===== src/hec_pkg.sv =====
package hec_pkg;

  localparam int CODE_BITS = 63;
  localparam int SYN_BITS  = 6;
  localparam int LEN_BITS  = 6;

  // Operation codes
  localparam logic OP_ENCODE  = 1'b0;
  localparam logic OP_CORRECT = 1'b1;

  // Status codes
  localparam logic [1:0] STATUS_OK        = 2'd0;
  localparam logic [1:0] STATUS_CORRECTED = 2'd1;
  localparam logic [1:0] STATUS_BEYOND    = 2'd2;

  // Register index (address bit 2)
  localparam logic REG_DATA_LENGTH = 1'b0;

  typedef struct packed {
    logic                 op;
    logic [CODE_BITS-1:0] word;
  } request_t;

  typedef struct packed {
    logic [CODE_BITS-1:0] result_word;
    logic [SYN_BITS-1:0]  syndrome;
    logic [1:0]           status;
  } result_t;

  // Codeword length for k data bits: k plus smallest r with 2^r >= k+r+1
  function automatic logic [6:0] code_length(input logic [LEN_BITS-1:0] k);
    logic [3:0] r;
    logic       done;
    r    = 4'd0;
    done = 1'b0;
    for (int i = 0; i < 7; i++) begin
      if (!done) begin
        if ((8'd1 << r) < (8'(r) + 8'(k) + 8'd1)) begin
          r = r + 4'd1;
        end else begin
          done = 1'b1;
        end
      end
    end
    return 7'(r) + 7'(k);
  endfunction

  // Largest data length whose codeword fits in max_bits
  function automatic logic [LEN_BITS-1:0] max_data_bits(input int max_bits);
    logic [LEN_BITS-1:0] best;
    best = LEN_BITS'(1);
    for (int k = 1; k < 64; k++) begin
      if (int'(code_length(LEN_BITS'(k))) <= max_bits) begin
        best = LEN_BITS'(k);
      end
    end
    return best;
  endfunction

  // Scatter data bits onto the positions that are not powers of two
  function automatic logic [CODE_BITS-1:0] spread_data(input logic [CODE_BITS-1:0] data);
    logic [CODE_BITS-1:0] cw;
    int                   d;
    cw = '0;
    d  = 0;
    for (int pos = 1; pos <= CODE_BITS; pos++) begin
      if ((pos & (pos - 1)) != 0) begin
        cw[pos-1] = data[d];
        d++;
      end
    end
    return cw;
  endfunction

  // XOR of the positions holding a one
  function automatic logic [SYN_BITS-1:0] syndrome_of(input logic [CODE_BITS-1:0] cw);
    logic [SYN_BITS-1:0] s;
    s = '0;
    for (int j = 0; j < SYN_BITS; j++) begin
      for (int pos = 1; pos <= CODE_BITS; pos++) begin
        if (((pos >> j) & 1) != 0) begin
          s[j] = s[j] ^ cw[pos-1];
        end
      end
    end
    return s;
  endfunction

endpackage


===== src/hamming_encode_and_correct_top.sv =====
// Hamming single-error-correcting encoder and corrector.
//
// Request channel (request_valid / request_stall / request): op selects
// encode (data bits in word) or check-and-correct (codeword, position i+1
// at bit i). Result channel (result_valid / result_stall / result) returns
// one result per request: codeword, syndrome and status.
// The data length register sits at byte address 0 of the APB port; the user
// must write it only while no request is in flight; the block does not enforce it.
// An accepted request passes three register stages on the way to result_valid:
// spread and mask, syndrome XOR tree, then parity insertion or single-bit flip.
// Throughput is one request per cycle while the receiver does not stall; every
// stage advances on its own, so bubbles close up.
// When the receiver stalls, the result register holds and the stages behind
// it fill; request_stall rises only once all three stages hold requests.
// Reset (rst, synchronous) empties the pipeline and sets the data length
// to four.
module hamming_encode_and_correct_top #(
  parameter int MAX_CODE_BITS = 63
) (
  input  logic                clk,
  input  logic                rst,
  input  logic                request_valid,
  output logic                request_stall,
  input  hec_pkg::request_t   request,
  output logic                result_valid,
  input  logic                result_stall,
  output hec_pkg::result_t    result,
  input  logic                psel,
  input  logic                penable,
  input  logic                pwrite,
  input  logic [2:0]          paddr,
  input  logic [31:0]         pwdata,
  output logic [31:0]         prdata,
  output logic                pready
);
  import hec_pkg::*;

  localparam logic [LEN_BITS-1:0] K_MAX   = max_data_bits(MAX_CODE_BITS);
  localparam logic [LEN_BITS-1:0] K_RESET = (LEN_BITS'(4) > K_MAX) ? K_MAX : LEN_BITS'(4);
  localparam logic [SYN_BITS-1:0] N_RESET = SYN_BITS'(code_length(K_RESET));

  // Configuration registers
  logic [LEN_BITS-1:0]  data_length;
  logic [SYN_BITS-1:0]  code_len;
  logic [CODE_BITS-1:0] code_mask;

  logic [LEN_BITS-1:0]  k_next;
  logic [SYN_BITS-1:0]  n_next;
  logic [CODE_BITS-1:0] mask_next;
  logic                 cfg_write;

  assign pready    = 1'b1;
  assign cfg_write = psel && penable && pwrite && (paddr[2] == REG_DATA_LENGTH);

  // Effective length: zero acts as one, long values clamp to what fits
  always_comb begin
    k_next = pwdata[LEN_BITS-1:0];
    if (k_next == '0) begin
      k_next = LEN_BITS'(1);
    end
    if (k_next > K_MAX) begin
      k_next = K_MAX;
    end
    n_next = SYN_BITS'(code_length(k_next));
    for (int i = 0; i < CODE_BITS; i++) begin
      mask_next[i] = (7'(i) < 7'(n_next));
    end
  end

  always_ff @(posedge clk) begin
    if (rst) begin
      data_length <= LEN_BITS'(4);
      code_len    <= N_RESET;
      for (int i = 0; i < CODE_BITS; i++) begin
        code_mask[i] <= (7'(i) < 7'(N_RESET));
      end
    end else if (cfg_write) begin
      data_length <= pwdata[LEN_BITS-1:0];
      code_len    <= n_next;
      code_mask   <= mask_next;
    end
  end

  always_comb begin
    prdata = '0;
    if (paddr[2] == REG_DATA_LENGTH) begin
      prdata = 32'(data_length);
    end
  end

  // Pipeline flow control
  logic v1, v2, v3;
  logic adv1, adv2, adv3;

  assign adv3          = !v3 || !result_stall;
  assign adv2          = !v2 || adv3;
  assign adv1          = !v1 || adv2;
  assign request_stall = !adv1;
  assign result_valid  = v3;

  always_ff @(posedge clk) begin
    if (rst) begin
      v1 <= 1'b0;
      v2 <= 1'b0;
      v3 <= 1'b0;
    end else begin
      if (adv1) v1 <= request_valid;
      if (adv2) v2 <= v1;
      if (adv3) v3 <= v2;
    end
  end

  // Stage 1: place data bits or take the codeword, mask to length
  logic                 s1_op;
  logic [CODE_BITS-1:0] s1_cw;

  always_ff @(posedge clk) begin
    if (adv1) begin
      s1_op <= request.op;
      if (request.op == OP_ENCODE) begin
        s1_cw <= spread_data(request.word) & code_mask;
      end else begin
        s1_cw <= request.word & code_mask;
      end
    end
  end

  // Stage 2: syndrome tree
  logic                 s2_op;
  logic [CODE_BITS-1:0] s2_cw;
  logic [SYN_BITS-1:0]  s2_syn;

  always_ff @(posedge clk) begin
    if (adv2) begin
      s2_op  <= s1_op;
      s2_cw  <= s1_cw;
      s2_syn <= syndrome_of(s1_cw);
    end
  end

  // Stage 3: insert parity bits, or flip the bit the syndrome names
  result_t              res_next;
  logic [CODE_BITS-1:0] flip;
  logic [CODE_BITS-1:0] parity;

  always_comb begin
    for (int i = 0; i < CODE_BITS; i++) begin
      flip[i]   = (s2_syn == SYN_BITS'(i + 1));
      parity[i] = 1'b0;
    end
    for (int j = 0; j < SYN_BITS; j++) begin
      parity[(1 << j) - 1] = s2_syn[j];
    end
    res_next = '0;
    unique case (s2_op)
      OP_ENCODE: begin
        res_next.result_word = (s2_cw | parity) & code_mask;
        res_next.syndrome    = '0;
        res_next.status      = STATUS_OK;
      end
      OP_CORRECT: begin
        res_next.syndrome = s2_syn;
        if (s2_syn == '0) begin
          res_next.result_word = s2_cw;
          res_next.status      = STATUS_OK;
        end else if (s2_syn <= code_len) begin
          res_next.result_word = s2_cw ^ flip;
          res_next.status      = STATUS_CORRECTED;
        end else begin
          res_next.result_word = s2_cw;
          res_next.status      = STATUS_BEYOND;
        end
      end
      default: res_next = '0;
    endcase
  end

  always_ff @(posedge clk) begin
    if (adv3) begin
      result <= res_next;
    end
  end

  // Checks
  a_word_in_length: assert property (@(posedge clk) disable iff (rst)
    result_valid |-> ((result.result_word & ~code_mask) == '0))
    else $error("result bits beyond codeword length");

  a_corrected_range: assert property (@(posedge clk) disable iff (rst)
    (result_valid && (result.status == STATUS_CORRECTED))
      |-> ((result.syndrome != '0) && (result.syndrome <= code_len)))
    else $error("correction with syndrome out of range");

  a_zero_syndrome_ok: assert property (@(posedge clk) disable iff (rst)
    (result_valid && (result.syndrome == '0)) |-> (result.status == STATUS_OK))
    else $error("zero syndrome with error status");

endmodule


===== config.mk =====
export PLATFORM = sky130hd
export DESIGN_NAME = hamming_encode_and_correct_top
export DESIGN_NICKNAME = d
export VERILOG_FILES = /design/src/hec_pkg.sv /design/src/hamming_encode_and_correct_top.sv
export SDC_FILE = /design/constraint.sdc
export NUM_CORES = 1
export LEC_CHECK = 0
export BUFFER_PORTS_ARGS = -buffer_cell sky130_fd_sc_hd__buf_2
export CORE_UTILIZATION = 58
export CTS_BUF_LIST = sky130_fd_sc_hd__clkbuf_4 sky130_fd_sc_hd__clkbuf_8
export CTS_CLUSTER_DIAMETER = 80
export CTS_CLUSTER_SIZE = 40
export DETAILED_ROUTE_END_ITERATION = 10
export PLACE_DENSITY = 0.91
export REMOVE_ABC_BUFFERS = 1
export SLEW_MARGIN = 40
export SYNTH_ARGS = -nofsm -noshare
export SYNTH_HDL_FRONTEND = slang
export SYNTH_SLANG_ARGS = --single-unit
export TNS_END_PERCENT = 50

===== constraint.sdc =====
create_clock -name clk -period 33 [get_ports clk]
set_clock_uncertainty 0.15 [all_clocks]
set_input_delay 9.9 -clock clk [delete_from_list [all_inputs] [get_ports clk]]
set_output_delay 9.9 -clock clk [all_outputs]
set_load 0.02 [all_outputs]

# After elaboration in Yosys (flattened, before gate mapping)
# Cells that the tools add are included.
# word_totals
ff_bits,283
latchBits,0
mem_bits_rw,0
mem_bits_ro,0
out_inout_bits,106
elab_cells,1105
mem_count,0
# classes
addsub,75
mul,0
div_mod_pow,0
order_cmp,128
n_eq_ne,63
shifts,6
muxes,613
n_bitwise,193
n_reduce_logical,13
# op_table
cell,count
32-bit two-way mux,112
"32-bit by 8-bit less-than comparator with 1-bit output, second input constant",56
"32-bit by 2-bit adder with 32-bit output, second input constant",55
1-bit two-way mux,424
1-bit binary-select mux with 6-bit select,56
"6-bit == test, second input constant",32
63-bit bitwise AND,3
63-bit two-way mux,3
"6-bit less-than comparator, first input constant",31
1-bit XOR,186
71-bit case mux with 2 select lines,1
"6-bit by 5-bit == test with 1-bit output, second input constant",16
"5-bit by 6-bit less-than comparator with 1-bit output, first input constant",16
63-bit by 32-bit bitwise OR with 63-bit output,1
63-bit XOR,1
"7-bit by 1-bit adder with 8-bit output, second input constant",6
"6-bit by 4-bit == test with 1-bit output, second input constant",8
"4-bit by 6-bit less-than comparator with 1-bit output, first input constant",8
8-bit less-than comparator,6
4-bit two-way mux,12
"1-bit by 4-bit left shift with 8-bit output, first input constant",6
4-bit by 6-bit adder with 7-bit output,6
"4-bit by 1-bit adder with 4-bit output, second input constant",6
"6-bit by 3-bit == test with 1-bit output, second input constant",4
other kinds (17),36

# Longest topological paths before layout
# Gate-level depths: netlist of the first run.
# logic_depth
word_depth,177
mapped_depth,84
mapped_depth_nobuf,83

# Worst setup path before layout of the first run
# OpenSTA, ideal clock, no wires.
# synth_path
kind,input to register
start,input port pwdata[2]
end,register code_mask[4]
setup_ns,0.120
arrival_ns,24.019
required_ns,32.730
path_slack_ns,8.711
path_stages,77
path_buffers,1
cell_sequence,buf_2 > nor2_1 > nand2_1 > nor2_1 > or3_1 > ha_1 > o32ai_1 > o21ai_1 > nand2_1 > inv_1 > ha_1 > nor2b_1 > o21ai_0 > xor2_1 > ha_1 > a2111oi_0 > nor2_1 > nand4_2 > [... 41 more ...] > o21ai_0 > xor2_1 > ha_1 > a21o_1 > a211oi_1 > nand2_1 > a21oi_1 > o21a_4 > nand2_1 > mux2_1 > ha_1 > a21o_1 > a21oi_1 > xor2_1 > nand2_2 > o21ai_1 > a21oi_1 > a211o_1
# synth_between
elab_chain_len,39
word_cells_on_any_way,62
# synth_rtl
element,line,text
start: declaration,hamming_encode_and_correct_top.sv:32,"input logic [31:0] pwdata,"
6-bit zero test,hamming_encode_and_correct_top.sv:58,if (k_next == '0) begin
6-bit two-way mux (*),hamming_encode_and_correct_top.sv:58,
6-bit > comparator,hamming_encode_and_correct_top.sv:61,if (k_next > K_MAX) begin
6-bit two-way mux (*),hamming_encode_and_correct_top.sv:61,
6-bit by 1-bit adder with 7-bit output,hec_pkg.sv:38,if ((8'd1 << r) < (8'(r) + 8'(k) + 8'd1)) begin
1-bit by 7-bit less-than comparator with 1-bit output,hec_pkg.sv:38,
1-bit two-way mux,hec_pkg.sv:38,
4-bit by 6-bit adder with 7-bit output,hec_pkg.sv:38,
[... 23 more ...],--,
4-bit two-way mux,hec_pkg.sv:37,if (!done) begin
4-bit by 6-bit adder with 7-bit output,hec_pkg.sv:38,
7-bit by 1-bit adder with 8-bit output,hec_pkg.sv:38,
8-bit less-than comparator,hec_pkg.sv:38,
4-bit two-way mux,hec_pkg.sv:38,
4-bit two-way mux,hec_pkg.sv:37,
4-bit by 6-bit adder with 6-bit output (*),hec_pkg.sv:45,return 7'(r) + 7'(k);
3-bit by 6-bit less-than comparator with 1-bit output (*),hamming_encode_and_correct_top.sv:66,mask_next[i] = (7'(i) < 7'(n_next));
end signal: indexed assignment,hamming_encode_and_correct_top.sv:75,code_mask[i] <= (7'(i) < 7'(N_RESET));
end signal: assignment,hamming_encode_and_correct_top.sv:80,code_mask <= mask_next;
end: declaration,hamming_encode_and_correct_top.sv:45,logic [CODE_BITS-1:0] code_mask;
# Mark *: on every way between the ends. The rest lies on a longest branch, timed or not.
# A chain may end at the register's enable or synchronous reset.

# Final worst setup path of the first run
# layout_path
start,input port pwdata[4]
end,register code_mask[52]
# layout_between
elab_chain_len,39
word_cells_on_any_way,62
# layout_rtl
element,line
6-bit zero test,hamming_encode_and_correct_top.sv:58
6-bit two-way mux (*),hamming_encode_and_correct_top.sv:58
6-bit > comparator,hamming_encode_and_correct_top.sv:61
6-bit two-way mux (*),hamming_encode_and_correct_top.sv:61
6-bit by 1-bit adder with 7-bit output,hec_pkg.sv:38
1-bit by 7-bit less-than comparator with 1-bit output,hec_pkg.sv:38
1-bit two-way mux,hec_pkg.sv:38
4-bit by 6-bit adder with 7-bit output,hec_pkg.sv:38
[... 23 more ...],--
4-bit two-way mux,hec_pkg.sv:37
4-bit by 6-bit adder with 7-bit output,hec_pkg.sv:38
7-bit by 1-bit adder with 8-bit output,hec_pkg.sv:38
8-bit less-than comparator,hec_pkg.sv:38
4-bit two-way mux,hec_pkg.sv:38
4-bit two-way mux,hec_pkg.sv:37
4-bit by 6-bit adder with 6-bit output (*),hec_pkg.sv:45
6-bit less-than comparator (*),hamming_encode_and_correct_top.sv:66
# Marks and branches as above.

==> results_dict.tcl, run 1 <==
set metrics [dict create \
    run_status "finished clean" \
    highest_layer "met4" \
    drt_first_pass_iters 8 \
    startpoint "pwdata[4]" \
    reg2reg_depth 10 \
    fin_crit_sh_pct 81.5 \
    dp_slack_ns 5.78 \
    reg2reg_slack_ns 28.95 \
    leakagePower_nw 6.85 \
    h-tree-depth 1 \
    synth_ff_type "edfxtp_1" \
    cts_hold_buf 0 \
    slew_headroom_pct 38.5 \
    syn_area_um2 15200 \
    yosys_warnings 0 \
    powerDensity_nw_per_um2 49.7 \
    syn_inst 1355 \
    r2r_start "s2_syn[1]" \
    grt_pass1_wl_mm 60.1 \
    tightest_slew_ns 0.920 \
    cts_tree "built" \
    drt-total-wl_mm 40.1 \
    crit_path_end "code_mask[52]" \
    ant_nets 0 \
    met1Wirelength_mm 14.4 \
    synth_most_common_cell "edfxtp_1" \
    drv_cap 0 \
    crit_slowest_cell "nor3_1" \
    first_iter_violations 1147 \
    placement_rows 58 \
    numCtsBuffers 11 \
    cp.required_ns 33.34 \
    dp_hpwl_mm 28.8 \
    synth.top_cell.area_share_pct 40.6 \
    fin_ws_ns 6.10 \
    fmax_ghz 0.0372 \
    synth_seq_cells 282 \
    grt-ovfl-total 0 \
    synth_seq_area_share_pct 50.8 \
    drive_above_1_share_pct 14.0 \
    synth_common_cells "edfxtp_1, nand2_1, xnor2_1" \
    post_cts_buffers 0 \
    path_max_fanout 19 \
    setup_viol 0 \
    path_buf_inv 3 \
    clk_latency_ns 0.57 \
    antenna_found_initial 1 \
    core_um2 25400 \
    post-route-min-period_ns 26.90 \
    grt_pass1_vias 10900 \
    peakVddDrop_v 0.0000324 \
    cp-end-kind "flip-flop" \
    nets 1667 \
    areaGrowthSynthToFinish_pct 8.51 \
    grt_start_max_net_pins 78 \
    routed-wl-met3_mm 3.69 \
    layout.cells.non_filler 1819 \
    async_reset_ff_share_pct 0 \
    num_vias 11400 \
    drc 0 \
    initial_core_util_pct 59.7 \
    io_buffer_count 156 \
    synth_top_area_cell "edfxtp_1" \
    critPathKind "in2reg" \
    clk_pin_slew_ns 0.19 \
    die-width_um 164 \
    io_pins 212 \
    clockBufferDepth 3 \
    crit_top_cell "ha_1" \
    cts_root_buffer "clkbuf_8" \
    path_delay_family "compound AO/OA/AOI/OAI gates" \
    postCtsResizedCells 0 \
    crit_arrival_ns 27.23 \
    crit_cells 76 \
    synth_edf_count 205 \
    worstReg2RegEnd "result[62]" \
    met2WireLength_mm 19.6 \
    placedCellCount 1800 \
    post_synth.cell_area_avg_um2 11.2 \
    max_stage_delay_ns 0.59 \
    final_max_slew_viol_count 0 \
    grt_use_total_pct 29.9 \
    hold_viol 0 \
    hp-start "s1_op" \
    wl_per_cell_um 22.0 \
    whs_path_depth 0 \
    numClockSinks 282 \
    post_drt_via_cell_ratio 6.25 \
    fin_setup_tns_ns 0 \
    rsz0062_at_grt "false" \
    cp-start-kind "input port" \
    die_area_um2 26800 \
    gp_congestion 0.967 \
    synth.area.top_cells "edfxtp_1, dfxtp_1, xnor2_1" \
    die_h_um 164 \
    synth_cell_type_count 65 \
    min_path_type "reg2reg" \
]
[registers in the layout, indices dropped and copies added (netlist names)]
signal	flops
result	71
code_mask	63
s1_cw	63
s2_cw	63
data_length	6
s2_syn	6
code_len	5
result_valid	1
s1_op	1
s2_op	1
v1	1
v2	1
[metal layers]
layer | vias up | track usage, %
met2 | 680 | 50.8
met3 | 128 | 4.01
li1 | 5119 | -
met5 | - | 0
met1 | 5434 | 36.6
met4 | 0 | 16.6
[area by class of cell]
type,count,area (µm²)
well taps,330,413
clock buffers,14,180
flip-flops and latches,282,7700
inverters,33,124
fillers,1892,8950
clock inverters,3,48.8
multi-input cells,987,7080
repair buffers,169,908
diodes,1,2.50
[power breakdown]
part	total [mW]	switching [mW]	internal, mW	leakage, nW
sequential	0.424	0.0212	0.403	3.09
clock	0.141	0.102	0.0388	0.116
combinational	0.253	0.169	0.0838	3.64
total	0.818	0.293	0.525	6.85
[layout by cell type, fill, tap and decap left out, types with 3 or more instances in the layout]
cell type,count
and2_1,16
o211ai_1,9
buf_2,155
nand3_1,19
mux2i_1,77
a311oi_1,4
nand2b_1,5
nand4_1,12
nand3b_1,10
xor2_1,45
and3_1,9
buf_4,9
clkinv_8,3
o21a_1,6
xnor2_1,102
or3_1,4
dfxtp_1,77
o21ai_0,33
o21bai_1,5
nand2_1,111
a211o_1,3
a211oi_1,10
inv_1,32
nor2b_1,81
o221ai_1,44
a22oi_1,7
ha_1,71
o21ai_1,11
clkbuf_8,12
nand4b_1,5
nor2_1,67
edfxtp_1,205
a21o_1,6
nor3_1,12
fa_1,6
a21oi_1,75
buf_6,4
o31ai_1,45
conb_1,40
[kinds of logic after synthesis]
group,after synthesis,synth area share (%)
other,2,0.0495
XOR/XNOR,152,8.92
AND/OR/NAND/NOR,365,12.2
multiplexers,79,5.23
flip-flops,282,50.8
adder cells (fa/ha/maj),77,6.65
AO/OA/AOI/OAI,274,12.3
buffers and inverters,124,3.85
[metrics by stage]
step	instance area (µm²)	hold slack, ns	utilization [%]	total power, mW
floorplan	14800	0.250	-	0.586
global placement	16100	0.251	63.6	0.662
detailed placement	16200	0.257	63.7	0.676
CTS	16400	0.299	64.6	0.811
global route	16400	0.303	64.8	0.849
finish	16500	0.300	64.8	0.818
[how the worst min path moves through the flow]
stage	to	slack, ns
2_1_floorplan	s2_op	0.25
3_3_place_gp	s2_op	0.25
3_5_place_dp	s2_op	0.26
4_1_cts	s2_op	0.30
5_1_grt	s2_op	0.30
6_report	s2_op	0.30
No activity file was read; power rests on OpenSTA's default activity.
==> inputs of run 2 (changes only) <==
Settings changed: ABC_AREA set to 1, CORE_UTILIZATION 58 to 54, PLACE_DENSITY 0.91 to 0.89.
Clock period 33 ns to 22.9 ns, I/O delays scaled along.
==> run 2 against run 1 <==
Sequential power is 44% higher; utilization is 3.9 points lower; flip-flop and latch count stayed put; total power is 53% higher.
==> results_dict.tcl, run 2 <==
set metrics [dict create \
    synth_edf_count 205 \
    drive_above_1_share_pct 13.1 \
    cts_hold_buf 0 \
    syn_inst 1687 \
    cts_root_buffer "clkbuf_8" \
    grt_pass1_vias 11600 \
    top_register "result" \
    numClockSinks 282 \
    power_frac_comb_pct 30.7 \
    wl_per_cell_um 19.6 \
    worstReg2RegEnd "result[19]" \
    grt_pass1_wl_mm 64.5 \
    cp.required_ns 23.28 \
    grt-ovfl-total 0 \
    clk_latency_ns 0.59 \
    peakVddDrop_v 0.0000450 \
    seqPwrFrac_pct 48.8 \
    synth_seq_area_share_pct 49.1 \
    reg2reg_slack_ns 19.40 \
    hp-start "s1_op" \
    initial_core_util_pct 55.6 \
    fin_setup_tns_ns 0 \
    drc 0 \
    crit_arrival_ns 22.16 \
    powerDensity_nw_per_um2 73.2 \
    p_sw_uw 475 \
    whs_path_depth 0 \
    clk_pin_slew_ns 0.21 \
    path_max_fanout 9 \
    gp_congestion 0.994 \
    io_pins 212 \
    largest_reg_flops 71 \
    synth_seq_cells 282 \
    fin_crit_sh_pct 95.1 \
    synth_cell_type_count 41 \
    fmax_ghz 0.0459 \
    hold_viol 0 \
    postCtsResizedCells 0 \
    drt-total-wl_mm 43.3 \
    slew_headroom_pct 36.9 \
    r2r_start "s2_syn[5]" \
    placement_rows 61 \
    synth_most_common_cell "nand2_1" \
    antenna_found_initial 2 \
    dp_hpwl_mm 32.7 \
    numCtsBuffers 14 \
    post_cts_buffers 0 \
    run_status "finished clean" \
    h-tree-depth 1 \
    cts_tree "built" \
    synth_top_area_cell "edfxtp_1" \
    num_vias 12500 \
    final_common_cell "nand2_1" \
    rsz0062_at_grt "false" \
    die-width_um 172 \
    crit_slowest_cell "xor2_1" \
    nets 2008 \
    yosys_warnings 0 \
    die_h_um 172 \
    utilization_pct 60.9 \
    critPathKind "in2reg" \
    drt_first_pass_iters 6 \
    final_max_slew_viol_count 0 \
    synth_common_cells "nand2_1, nor2_1, edfxtp_1" \
    post-route-min-period_ns 21.78 \
    cp-end-kind "flip-flop" \
    grt_use_total_pct 29.1 \
    clock_power_share_pct 20.5 \
    leakagePower_nw 7.52 \
    tightest_slew_ns 0.943 \
    post_synth.cell_area_avg_um2 9.29 \
    drv_cap 0 \
    async_reset_ff_share_pct 0 \
    clockBufferDepth 3 \
    areaGrowthSynthToFinish_pct 9.41 \
    reg2reg_depth 12 \
    holdPathEnd "s2_op" \
    core_um2 28200 \
    die_area_um2 29700 \
    grt_start_max_net_pins 73 \
    synth.area.top_cells "edfxtp_1, dfxtp_1, xnor2_1" \
    io_buffer_count 156 \
    netSwitchingFraction_pct 37.9 \
    cp-start-kind "input port" \
    first_iter_violations 1565 \
    ant_nets 0 \
    p_int_uw 780 \
    max_stage_delay_ns 0.54 \
    synth_ff_type "edfxtp_1" \
    crit_top_cell "inv_1" \
    layout_common_cells "nand2_1, nor2_1, edfxtp_1" \
    min_path_type "reg2reg" \
    post_drt_via_cell_ratio 5.66 \
    syn_area_um2 15700 \
    setup_viol 0 \
    synth.top_cell.area_share_pct 39.3 \
]
-- run 2: how the worst max path moves through the flow --
| stage | from | end | slack (ns) | cells after the start |
|---|---|---|---|---|
| after global placement | pwdata[3] | code_mask[22] | 1.09 | 91 |
| after detailed placement | pwdata[3] | code_mask[27] | 0.63 | 93 |
| after CTS | pwdata[3] | code_mask[27] | 1.20 | 93 |
| after global routing | pwdata[4] | code_mask[52] | 0.05 | 94 |
| final | pwdata[4] | code_mask[52] | 1.12 | 90 |
| after floorplan | pwdata[4] | code_mask[27] | 2.73 | 89 |
-- run 2: per-layer routing --
layer	vias to the layer above	track usage [%]	part of all wire, %
met1	5766	38.2	38
li1	5856	-	-
met3	105	4.28	11
met4	0	11.3	3.8
met2	782	48.4	47
met5	-	0	0
-- run 2: power by group through the flow --
stage / Sequential (mW) / Clock (mW) / Combinational, mW
5_1_grt: 0.616 / 0.272 / 0.421
2_1_floorplan: 0.633 / 0 / 0.235
3_3_place_gp: 0.622 / 0 / 0.362
3_5_place_dp: 0.623 / 0 / 0.375
4_1_cts: 0.611 / 0.256 / 0.377
6_report: 0.612 / 0.257 / 0.385
-- run 2: critical path: cells and delay by family --
kind	cells	cell delay, ns
fa+ha+maj	15	4.32
simple gates	35	4.09
compound gates	19	3.73
buf+inv	16	1.95
xor+xnor	5	1.17
-- run 2: layout make-up --
class                           instances  area, µm²
Antenna cell                            1       2.50
Clock buffer                           16        214
Clock inverter                          8        146
Fill cell                            2330      11000
Inverter                              151        572
Multi-Input combinational cell       1203       7110
Sequential cell                       282       7700
Tap cell                              378        473
Timing Repair Buffer                  173        931
-- run 2: cell families after synthesis --
family	share of synthesized area (%)
xor+xnor	11.0
flops	49.1
other cells	0.0479
buf+inv	6.57
fa+ha+maj	6.44
compound gates	12.4
simple gates	14.4
-- run 2: metrics by stage --
| step | area (µm²) | std cells | setup slack (ns) | hold WS, ns | power (mW) |
|---|---|---|---|---|---|
| finish | 17100 | 2212 | 1.12 | 0.277 | 1.25 |
| floorplan | 15400 | 1636 | 2.73 | 0.250 | 0.868 |
| detailed placement | 16800 | 2187 | 0.631 | 0.273 | 0.998 |
| global placement | 16700 | 2186 | 1.09 | 0.253 | 0.984 |
| global route | 17100 | 2211 | 0.0496 | 0.302 | 1.31 |
| CTS | 17100 | 2211 | 1.20 | 0.276 | 1.24 |
==> inputs of run 3 (changes only) <==
Settings changed: CORE_ASPECT_RATIO set to 1.1.
==> run 3 against run 2 <==
Via count grew 1.7%; maximum frequency rose by 0.98%; highest routed layer is now met5; hold slack better by 0.042 ns; combinational power is 2% higher.
==> results_dict.tcl, run 3 (synthesis results as in run 2) <==
set metrics [dict create \
    fmax_ghz 0.0464 \
    io_buffer_count 156 \
    reg2reg_depth 11 \
    first_iter_violations 1762 \
    gp_congestion 0.969 \
    wl_per_cell_um 20.1 \
    slew_headroom_pct 45.4 \
    core_um2 28600 \
    largest_reg_flops 71 \
    grt-ovfl-total 0 \
    grt_start_max_net_pins 74 \
    critPathKind "in2reg" \
    initial_core_util_pct 54.7 \
    min_path_type "reg2reg" \
    clockBufferDepth 3 \
    fin_setup_tns_ns 0 \
    cts_root_buffer "clkbuf_8" \
    whs_path_depth 0 \
    numClockSinks 282 \
    worstReg2RegEnd "result[42]" \
    hp-start "s1_op" \
    grt_pass1_wl_mm 66.2 \
    clk_pin_slew_ns 0.22 \
    finalPower_mw 1.21 \
    max_stage_delay_ns 0.47 \
    die_area_um2 29700 \
    nets 2003 \
    placement_rows 65 \
    io_pins 212 \
    final_max_slew_viol_count 0 \
    crit_arrival_ns 21.94 \
    h-tree-depth 1 \
    r2r_start "s2_syn[5]" \
    setup_viol 0 \
    cp-start-kind "input port" \
    drc 0 \
    drt_first_pass_iters 8 \
    post_drt_via_cell_ratio 5.80 \
    tightest_slew_ns 0.819 \
    num_vias 12700 \
    die-width_um 164 \
    drv_cap 0 \
    ant_nets 0 \
    reg2reg_slack_ns 19.59 \
    drive_above_1_share_pct 12.7 \
    powerDensity_nw_per_um2 71.5 \
    post-route-min-period_ns 21.57 \
    cp.required_ns 23.27 \
    clk_latency_ns 0.58 \
    crit_slowest_cell "fa_1" \
    peakVddDrop_v 0.0000682 \
    path_max_fanout 9 \
    startpoint "pwdata[4]" \
    dp_hpwl_mm 32.8 \
    rsz0062_at_grt "false" \
    crit_top_cell "inv_1" \
    fin_crit_sh_pct 94.2 \
    cts_tree "built" \
    die_h_um 181 \
    leakagePower_nw 7.43 \
    layout_common_cells "nand2_1, nor2_1, edfxtp_1" \
    holdPathEnd "s2_op" \
    hold_viol 0 \
    top_register "result" \
    run_status "finished clean" \
    numCtsBuffers 11 \
    grt_pass1_vias 11900 \
    antenna_found_initial 6 \
    areaGrowthSynthToFinish_pct 8.29 \
    grt_use_total_pct 29.5 \
    drt-total-wl_mm 44.1 \
    final_common_cell "nand2_1" \
    cp-end-kind "flip-flop" \
]
run 3: how the worst max path moves through the flow:
| stage | endpoint | slack [ns] | cells past startpoint |
|---|---|---|---|
| after floorplan | code_mask[27] | 2.73 | 89 |
| after global placement | code_mask[53] | 1.17 | 86 |
| after detailed placement | code_mask[53] | 0.71 | 86 |
| after CTS | code_mask[53] | 1.28 | 86 |
| after global routing | code_mask[27] | 0.03 | 92 |
| final | code_mask[24] | 1.33 | 90 |
run 3: cell type report:
cell class                      instances  area, µm²
Antenna cell                            1       2.50
Sequential cell                       282       7700
Clock inverter                          4       47.5
Timing Repair Buffer                  171        901
Clock buffer                           13        166
Tap cell                              368        460
Multi-Input combinational cell       1203       7120
Fill cell                            2387      11700
Inverter                              151        572
run 3: report_power, final:
part	switching (mW)	leakage [nW]	internal, mW	total, mW
Sequential	0.0307	3.08	0.584	0.614
Clock	0.151	0.108	0.0532	0.205
Combinational	0.273	4.24	0.120	0.393
run 3: timing repair:
| action | CTS | global route |
|---|---|---|
| hold buffers | 0 | 0 |
| gates resized for setup | 0 | 3 |
| setup buffers | 0 | 0 |
| endpoints found under the hold margin | 0 | 0 |
| endpoints found under the setup margin | 0 | 16 |
run 3: routing by layer:
metal	GRT usage [%]	vias to the layer above	part of all wire [%]
li1	-	5843	-
met1	36.0	5875	35
met2	49.5	815	48
met3	5.22	184	11
met4	15.4	8	5.9
met5	0	-	0.097
run 3: per-stage QoR:
step / utilization [%] / instance area, µm² / worst slack (ns) / instances / hold slack (ns)
after floorplan: - / 15400 / 2.73 / 1636 / 0.250
after global placement: 58.4 / 16700 / 1.17 / 2175 / 0.255
after detailed placement: 58.5 / 16700 / 0.713 / 2175 / 0.271
after CTS: 59.2 / 16900 / 1.28 / 2192 / 0.314
after global routing: 59.3 / 17000 / 0.0299 / 2193 / 0.324
final: 59.3 / 17000 / 1.33 / 2193 / 0.319
run 3: critical path, delay by kind of cell:
family                     cells  cell delay (ns)
AOI/OAI and AO/OA             18             3.89
xor gates and xnor gates       4             0.69
adders and majority gates     14             4.39
buffers and inverters         18             1.94
and+or+nand+nor               36             4.15
